### config.mk
export PLATFORM = sky130hd
export DESIGN_NAME = dgsp_ctrl
export DESIGN_NICKNAME = d
export VERILOG_FILES = /design/src/hw/rtl/dgsp_pkg.sv /design/src/hw/rtl/dgsp_ctrl.sv
export SDC_FILE = /design/constraint.sdc
export NUM_CORES = 1
export LEC_CHECK = 0
export ABC_AREA = 1
export BUFFER_PORTS_ARGS = -buffer_cell sky130_fd_sc_hd__clkbuf_2
export CORE_AREA = 2 2 40 69
export DETAILED_ROUTE_END_ITERATION = 7
export DIE_AREA = 0 0 42 71
export PLACE_DENSITY_LB_ADDON = 0.15
export SETUP_SLACK_MARGIN = 0.02
export SLEW_MARGIN = 20
export SYNTH_ARGS = -nofsm -noshare
export SYNTH_HDL_FRONTEND = slang
export SYNTH_SLANG_ARGS = --single-unit
### constraint.sdc
create_clock -name clock -period 1.4 [get_ports clock]
set_clock_uncertainty 0.15 [all_clocks]
set_input_delay 0.14 -clock clock [delete_from_list [all_inputs] [get_ports clock]]
set_output_delay 0.14 -clock clock [all_outputs]
set_load 0.005 [all_outputs]
### src/hw/rtl/dgsp_pkg.sv
package dgsp_pkg;

   localparam int DIST_BITS = 24;
   localparam logic [DIST_BITS-1:0] DIST_INF = 24'hFFFFFF;
   localparam int TOTAL_BITS = 36;
   localparam int COUNT_BITS = 11;
   localparam int VCNT_BITS = 7;
   localparam logic [VCNT_BITS-1:0] VCNT_RESET = 7'd50;

   localparam logic [2:0] REQ_ADD    = 3'd0;
   localparam logic [2:0] REQ_UPDATE = 3'd1;
   localparam logic [2:0] REQ_REMOVE = 3'd2;
   localparam logic [2:0] REQ_PATH   = 3'd3;
   localparam logic [2:0] REQ_ALL    = 3'd4;

   localparam logic [0:0] CSR_VERTEX_COUNT = 1'd0;

   // controller -> datapath
   typedef struct packed {
      logic clear_step;    // clear edge present bits for one row
      logic edge_read;     // read ab present bit
      logic edge_write_ab; // write ab entry
      logic edge_write_ba; // write ba entry
      logic init_search;   // start new search
      logic scan_step;     // one vertex of the minimum scan
      logic select_done;   // latch best vertex
      logic relax_step;    // one vertex of relaxation
      logic relax_rd;      // issue row read
      logic pair_init;     // reset pair indexes and sums
      logic pair_next;     // accumulate and advance
      logic load_result;   // load output register
   } dgsp_cmd_type;

   // datapath -> controller
   typedef struct packed {
      logic clear_last;
      logic present_ab;
      logic scan_last;
      logic relax_last;
      logic pass_last;
      logic best_inf;
      logic pair_last;
      logic pair_none;
   } dgsp_sts_type;

endpackage

### src/hw/rtl/dgsp_ctrl.sv
module dgsp_ctrl
   import dgsp_pkg::*;
(
   input  logic         clock,
   input  logic         reset,
   input  logic         req_fire,
   input  logic [2:0]   req_kind,
   input  logic         query_ok,
   input  logic         ep_valid,
   input  dgsp_sts_type sts,
   output dgsp_cmd_type cmd,
   output logic         busy,
   output logic         is_all,
   output logic         res_load
);

   typedef enum logic [10:0] {
      ST_CLEAR  = 11'b00000000001,
      ST_IDLE   = 11'b00000000010,
      ST_EREAD  = 11'b00000000100,
      ST_EWRITE = 11'b00000001000,
      ST_INIT   = 11'b00000010000,
      ST_SCAN   = 11'b00000100000,
      ST_SDRAIN = 11'b00001000000,
      ST_RELAX  = 11'b00010000000,
      ST_RDRAIN = 11'b00100000000,
      ST_DIST   = 11'b01000000000,
      ST_DONE   = 11'b10000000000
   } state_type;

   state_type state_ff, state_in;
   logic [2:0] kind_ff, kind_in;
   logic all_ff, all_in;

   // the accepting cycle already needs the kind of the new request
   assign is_all = req_fire ? (req_kind == REQ_ALL) : all_ff;
   assign busy = (state_ff != ST_IDLE);

   always_comb begin
      state_in = state_ff;
      kind_in = kind_ff;
      all_in = all_ff;
      cmd = '0;
      res_load = 1'b0;
      case (state_ff)
         ST_CLEAR: begin
            cmd.clear_step = 1'b1;
            if (sts.clear_last) state_in = ST_IDLE;
         end
         ST_IDLE: begin
            if (req_fire) begin
               kind_in = req_kind;
               all_in = (req_kind == REQ_ALL);
               if (req_kind == REQ_ADD || req_kind == REQ_UPDATE
                   || req_kind == REQ_REMOVE) begin
                  state_in = ep_valid ? ST_EREAD : ST_IDLE;
               end else if (req_kind == REQ_PATH) begin
                  if (query_ok) begin
                     cmd.init_search = 1'b1;
                     state_in = ST_INIT;
                  end else state_in = ST_DONE;
               end else if (req_kind == REQ_ALL) begin
                  cmd.pair_init = 1'b1;
                  state_in = ST_DIST;
               end
            end
         end
         ST_EREAD: begin
            cmd.edge_read = 1'b1;
            state_in = ST_EWRITE;
         end
         ST_EWRITE: begin
            if (kind_ff != REQ_UPDATE || sts.present_ab) begin
               cmd.edge_write_ab = 1'b1;
               cmd.edge_write_ba = 1'b1;
            end
            state_in = ST_IDLE;
         end
         ST_DIST: begin
            // start search for the current pair
            if (sts.pair_none) state_in = ST_DONE;
            else begin
               cmd.init_search = 1'b1;
               state_in = ST_INIT;
            end
         end
         ST_INIT: begin
            if (sts.scan_last) begin
               cmd.relax_rd = 1'b1;
               state_in = sts.pass_last ? ST_RDRAIN : ST_SCAN;
            end
         end
         ST_SCAN: begin
            cmd.scan_step = 1'b1;
            if (sts.scan_last) state_in = ST_SDRAIN;
         end
         ST_SDRAIN: begin
            cmd.select_done = 1'b1;
            state_in = ST_RELAX;
         end
         ST_RELAX: begin
            if (sts.best_inf) begin
               cmd.relax_rd = 1'b1;
               state_in = sts.pass_last ? ST_RDRAIN : ST_SCAN;
            end else begin
               cmd.relax_step = 1'b1;
               if (sts.relax_last) state_in = ST_RDRAIN;
            end
         end
         ST_RDRAIN: begin
            if (!sts.pass_last) begin
               cmd.relax_rd = 1'b1;
               state_in = ST_SCAN;
            end else if (all_ff) begin
               cmd.pair_next = 1'b1;
               state_in = sts.pair_last ? ST_DONE : ST_DIST;
            end else state_in = ST_DONE;
         end
         ST_DONE: begin
            res_load = 1'b1;
            cmd.load_result = 1'b1;
            state_in = ST_IDLE;
         end
         default: state_in = ST_IDLE;
      endcase
   end

   always_ff @(posedge clock) begin
      if (reset) begin
         state_ff <= ST_CLEAR;
         kind_ff <= '0;
         all_ff <= 1'b0;
      end else begin
         state_ff <= state_in;
         kind_ff <= kind_in;
         all_ff <= all_in;
      end
   end

endmodule

==> results of run 1 <==
-- layout by cell type, fill, tap and decap left out, drive strengths merged, types with 2 or more instances in the layout --
cell type and n:
and3 2, o21ai 7, nor2 37, inv 33, buf 53, clkinv 2, nand3 16, nor3 5
clkbuf 25, dfxtp 15, nand2 46, a21oi 5
-- flip-flops by register name, indices dropped and copies added, names as in the netlist --
register,count
state_ff,11
kind_ff,3
all_ff,1
-- logic make-up (layout without fill, tap and decap cells) --
family / Yosys count / in the layout / share of synthesized area, %
AND/OR/NAND/NOR: 108 / 109 / 49.59
buffers and inverters: 37 / 114 / 14.45
AO/OA/AOI/OAI: 15 / 15 / 7.756
flip-flops: 15 / 15 / 28.20
-- power by group --
part           total, mW  switching, mW  internal (mW)  leakage (nW)
sequential         0.626         0.0948          0.531         0.126
combinational       2.43           1.30           1.13         0.903
clock              0.374          0.176          0.198        0.0255
-- final cells by class --
| class | instances | share of cell area (%) |
|---|---|---|
| clock buffer | 3 | 2.125 |
| clock inverter | 1 | 0.2576 |
| inverter | 34 | 7.341 |
| multi-input combinational | 124 | 43.92 |
| sequential | 15 | 16.16 |
| tap | 26 | 1.674 |
| timing repair buffer | 76 | 28.53 |
-- how the worst min path moves through the flow --
stage / endpoint / from / cells past startpoint / slack, ns
after floorplan: all_ff / reset / 1 / 0.06
after global placement: all_ff / reset / 2 / 0.16
after detailed placement: all_ff / reset / 2 / 0.17
after CTS: state_ff[2] / ep_valid / 5 / 0.07
after global routing: state_ff[2] / ep_valid / 5 / 0.08
final: state_ff[2] / ep_valid / 5 / 0.05
-- cell usage after synthesis, types with 2 or more instances --
master | n | area, um^2
nand3_1 | 14 | 70.07
nor2_1 | 26 | 97.59
a21oi_1 | 5 | 25.02
nand2_2 | 5 | 31.28
o21ai_1 | 2 | 10.01
nand2_1 | 39 | 146.4
buf_4 | 3 | 22.52
nor3_1 | 4 | 20.02
nor2_4 | 2 | 22.52
and3_1 | 2 | 12.51
dfxtp_1 | 15 | 300.3
nor2_2 | 9 | 56.30
nand3_2 | 2 | 20.02
inv_1 | 31 | 116.4
o21ai_0 | 5 | 25.02
-- worst register-to-register path, cell delays in order (launching register included) --
cell	delay, ns
dfxtp_2	0.35
nor2_4	0.11
nand2_2	0.10
nor2_4	0.21
buf_6	0.14
buf_6	0.10
nand3_4	0.07
nor2_4	0.13
nor2_4	0.08
nand2_8	0.10
nand2_2	0.05
nand2_1	0.06
nor2_1	0.06
-- through the flow --
stage / util (%) / cell area [um^2]
floorplan: - / 1070
global placement: 57.36 / 1395
detailed placement: 57.36 / 1395
CTS: 69.75 / 1697
global route: 79.89 / 1943
finish: 79.89 / 1943
-- repair_timing --
action / CTS / global route
cloned: 0 / 1
pin swaps: 17 / 17
hold buffers: 1 / 0
endpoints found under the hold margin: 1 / 0
resized for setup: 41 / 54
endpoints found under the setup margin: 28 / 29
buffers inserted: 15 / 8
-- per-layer routing --
layer  up-vias  GRT usage, %
li1        698             -
met1       658         23.38
met2        38         50.87
met3        20         1.786
met4         0         11.47
met5         -             0
==> key figures, run 1 <==
Routing
  • Vias per inst: 5.068
  • Final ANT Viol Nets: 0
  • Metal-1 WL: 1257 um
  • DR vias: 1414
  • Met2 wire len: 2478 um
  • Initial DRC count: between 40 and 50
  • WL/cell: approximately 14 um
  • Drt pass-1 iters: 4
  • DR WL met3: roughly 130 um
  • # DRC: 0
  • Max layer used: met4
  • Routed WL: 4034 um

Worst setup path
  • Crit path max fanout: 4
  • Critical Path RT: 1.11 ns
  • Worst setup path class: flop to primary output
  • CP Capture Type: primary output
  • Top cell by count, worst path: nor2_4
  • Critical Path End: cmd[7]
  • Crit path depth: 8
  • Crit-path slowest cell: dfxtp_2
  • Max incr delay on CP: 0.35 ns
  • Worst r2r path cells: 12
  • Kind of cell adding the most delay to the critical path: simple AND/OR/NAND/NOR gates
  • Critical R2R Launch: state_ff[5]
  • Crit Reg-Reg Endpoint: state_ff[1]
  • WP buf/inv: 2
  • Critical path data arrival time: 1.53 ns
  • Startpoint Class: flop
  • Worst-path cell chain: nor2_4 > nand2_2 > nor2_4 > nand2_4 > clkinv_4 > nand3b_1 > o22ai_1 > buf_2
  • Crit path from: state_ff[5]
  • R2r setup slk: -0.40 ns

Finish
  • # diodes: 0
  • Fin cells: 279
  • Area Growth Syn to Fin: 82.49%
  • Final #Nets: 270
  • Fraction of layout cells with a size suffix above 1: about 60%
  • Area of the multi-input gates: 853.3 um^2
  • Filler cells: between 150 and 200
  • Reg area: approximately 310 um^2

Yosys
  • Ys async rst share: 0%
  • Syn Area/Cell: 6.084 um^2
  • Synth Cell Area: 0.001065 mm^2
  • Seq cells post-synth: 15
  • Synth Instances: about 180
  • Post-synth EDFFs: 0
  • Sequential fraction of the synthesis area: 28.20%
  • Yosys warnings: 0
  • Primary FF master, synth: dfxtp_1
  • Syn nets: 191
  • Unique masters post-synth: 26

Clock network
  • H-tree depth: 1
  • Total CTS buffers: 3
  • CTS root buf: clkbuf_8
  • Longest Clk Path Bufs: 2
  • TritonCTS clock tree: done
  • # clock sinks: 15
  • Clock-pin slew of the registers on the worst-case setup and hold paths: about 0.070 ns
  • Clock Latency Late Sink: 0.26 ns

Power and ir drop
  • Worst IR Drop VDD: 0.001346 V
  • Power, Total: 3.429 mW
  • Static leakage: roughly 1.1 nW
  • Power per Cell Area: between 1500 and 2000 mW/mm^2

GRT
  • Vias in the first global route: 1340
  • GR Util All Layers: 24.81%
  • Largest net degree at the start of global routing: 10
  • First-pass GRT wire length: about 5700 um
  • Initial antenna violation count: 0
  • Grt total ovfl: 0

Floorplanning
  • IO Count: 31
  • Die H: 71 um
  • Die width: 42 um
  • Std cell rows: 24
  • Initial Util: 43.78%
  • Die area: 0.002982 mm^2
  • Core area: roughly 0.0024 mm^2

Hold path
  • Hold WC Path Type: input port to flop

Timing
  • Total negative slack: -8.768 ns
  • Final-report max-slew violation count: 0
  • Hold WS: 0.05380 ns
  • Final setup violation count: 29
  • Hold Vio Cnt, Final: 0
  • Slew headroom: 65.31%
  • Worst setup margin: -0.4212 ns
  • Min Tclk post-route: roughly 1.8 ns
  • Final period utilization: 130.1%
  • Least-Margin Pin Slew: ~0.52 ns
  • Max Clk Rate: 549.1 MHz
  • RSZ-0062 raised after global routing: true

Placement
  • Dpl hpwl: ~2500 um
  • GPL Wtd Cong: 0.8322
  • Dpl ws: -0.2111 ns
  • Placed cell count: 250
  • IO buf count: 30

Status
  • Violated checks: setup timing
  • Run status: finished with violations

Flow run
  • Max-cap violations: 0
No activity file was read; power rests on OpenSTA's default activity.
==> run 2: changes to the inputs <==
SETUP_SLACK_MARGIN = not set   (was 0.02)
==> key figures, run 2 (synthesis results as in run 1) <==
Floorplanning
  • Std cell rows: 24
  • Die H: about 71 um
  • Initial Util: 43.78%
  • Core area: 0.002432 mm^2
  • Die area: 0.002982 mm^2
  • Die width: between 40 and 50 um
  • IO Count: 31

Placement
  • IO buf count: 30
  • Dpl hpwl: 2456 um
  • GPL Wtd Cong: 0.8322

Timing
  • Final-report max-slew violation count: 0
  • Hold Vio Cnt, Final: 0
  • Slew headroom: about two thirds
  • Worst setup margin: -0.4212 ns
  • Max Clk Rate: roughly 550 MHz
  • Hold WS: 0.05380 ns
  • Final setup violation count: 29
  • Least-Margin Pin Slew: roughly 0.52 ns
  • RSZ-0062 raised after global routing: true
  • Min Tclk post-route: 1.821 ns
  • Final period utilization: 130.1%

Worst setup path
  • Worst setup path class: flop to primary output
  • Critical Path RT: 1.11 ns
  • Worst-path cell chain: nor2_4 > nand2_2 > nor2_4 > nand2_4 > clkinv_4 > nand3b_1 > o22ai_1 > buf_2
  • Crit-path slowest cell: dfxtp_2
  • Crit path max fanout: 4
  • Max incr delay on CP: between 0.3 and 0.4 ns
  • Kind of cell adding the most delay to the critical path: simple AND/OR/NAND/NOR gates
  • Top cell by count, worst path: nor2_4
  • Worst r2r path cells: 12
  • Crit path depth: 8
  • WP buf/inv: 2
  • Startpoint Class: flop
  • CP Capture Type: primary output
  • Critical path data arrival time: 1.53 ns

Finish
  • # diodes: 0
  • Largest register by flop count: state_ff
  • Most frequent cells in the layout: buf_4, nand2_1, nor2_1
  • Top Registers: state_ff: 11 flops, kind_ff: 3 flops, all_ff: 1 flops
  • Post-Route Utilization: 79.89%
  • Max reg flops: 11
  • Final #Nets: 270
  • Fraction of layout cells with a size suffix above 1: between 60% and 70%
  • Commonest non-fill, non-tap cell in the layout: buf_4
  • Area Growth Syn to Fin: 82.49%

Routing
  • WL/cell: 14.46 um
  • Initial DRC count: 46
  • DR vias: 1414
  • Drt pass-1 iters: 4
  • Vias per inst: ~5.1
  • Routed WL: 4034 um
  • Final ANT Viol Nets: 0
  • # DRC: 0

GRT
  • Initial antenna violation count: 0
  • Vias in the first global route: 1340
  • Largest net degree at the start of global routing: 10
  • First-pass GRT wire length: 5727 um
  • Grt total ovfl: 0
  • GR Util All Layers: 24.81%

Clock network
  • H-tree depth: 1
  • Clock Latency Late Sink: ~0.26 ns
  • # clock sinks: 15
  • Longest Clk Path Bufs: 2
  • TritonCTS clock tree: done
  • Clock-pin slew of the registers on the worst-case setup and hold paths: ~0.07 ns
  • CTS root buf: clkbuf_8
  • Total CTS buffers: 3

Hold path
  • Hold Path Depth: 5
  • Hold WC Path Type: input port to flop

Power and ir drop
  • Static leakage: roughly 1.1 nW
  • Worst IR Drop VDD: ~0.0013 V
  • Power per Cell Area: 1765 mW/mm^2

Status
  • Violated checks: setup timing
  • Run status: finished with violations

Flow run
  • Max-cap violations: 0
run 2: cell counts in the layout (fill, tap and decap cells not counted):
Identical to the previous run, type by type.
run 2: routing by layer:
| metal | global-route usage, % | vias to the layer above | wire [um] |
|---|---|---|---|
| met1 | 23.38 | 658 | 1257 |
| met2 | 50.87 | 38 | 2478 |
| met4 | 11.47 | 0 | 173 |
| li1 | - | 698 | - |
| met5 | 0 | - | 0 |
| met3 | 1.786 | 20 | 126 |
run 2: tightest hold or removal path: stages:
cell	delay [ns]
clkbuf_2	0.08
inv_1	0.06
nor2_1	0.06
nand3_2	0.06
inv_1	0.03
run 2: repair_timing:
| action | in CTS | in global routing |
|---|---|---|
| setup endpoints to repair | 28 | 29 |
| gates cloned | 0 | 1 |
| buffers inserted | 15 | 8 |
| hold endpoints to repair | 1 | 0 |
| pin swaps | 17 | 17 |
| hold buffers | 1 | 0 |
| resized for setup | 41 | 54 |
run 2: final timing paths:
check / to / slack [ns] / startpoint
setup / recovery: cmd[7] / -0.42 / state_ff[5]
hold / removal: state_ff[2] / 0.05 / ep_valid
setup reg to reg: state_ff[1] / -0.40 / state_ff[5]
hold reg to reg: kind_ff[2] / 0.31 / kind_ff[2]
run 2: cell type report:
type	instances	area, um^2
Sequential cell	15	314.1
Clock inverter	1	5.005
Inverter	34	142.6
Multi-Input combinational cell	124	853.3
Timing Repair Buffer	76	554.3
Tap cell	26	32.53
Clock buffer	3	41.29
Fill cell	154	489.2
run 2: per-stage QoR:
| stage | total power, mW | instances | TNS (ns) | setup slack [ns] | instance area (um^2) |
|---|---|---|---|---|---|
| floorplan | 1.446 | 175 | -0.1190 | -0.01219 | 1070 |
| global placement | 1.877 | 250 | -2.337 | -0.1809 | 1395 |
| detailed placement | 1.901 | 250 | -3.028 | -0.2111 | 1395 |
| CTS | 2.743 | 270 | -7.025 | -0.3437 | 1697 |
| global route | 3.609 | 279 | -10.89 | -0.4922 | 1943 |
| finish | 3.429 | 279 | -8.768 | -0.4212 | 1943 |
run 2: where the power goes:
group	internal (mW)	total, mW	switching [mW]
sequential	0.531	0.626	0.0948
clock	0.198	0.374	0.176
combinational	1.13	2.43	1.30
total	1.85	3.43	1.57
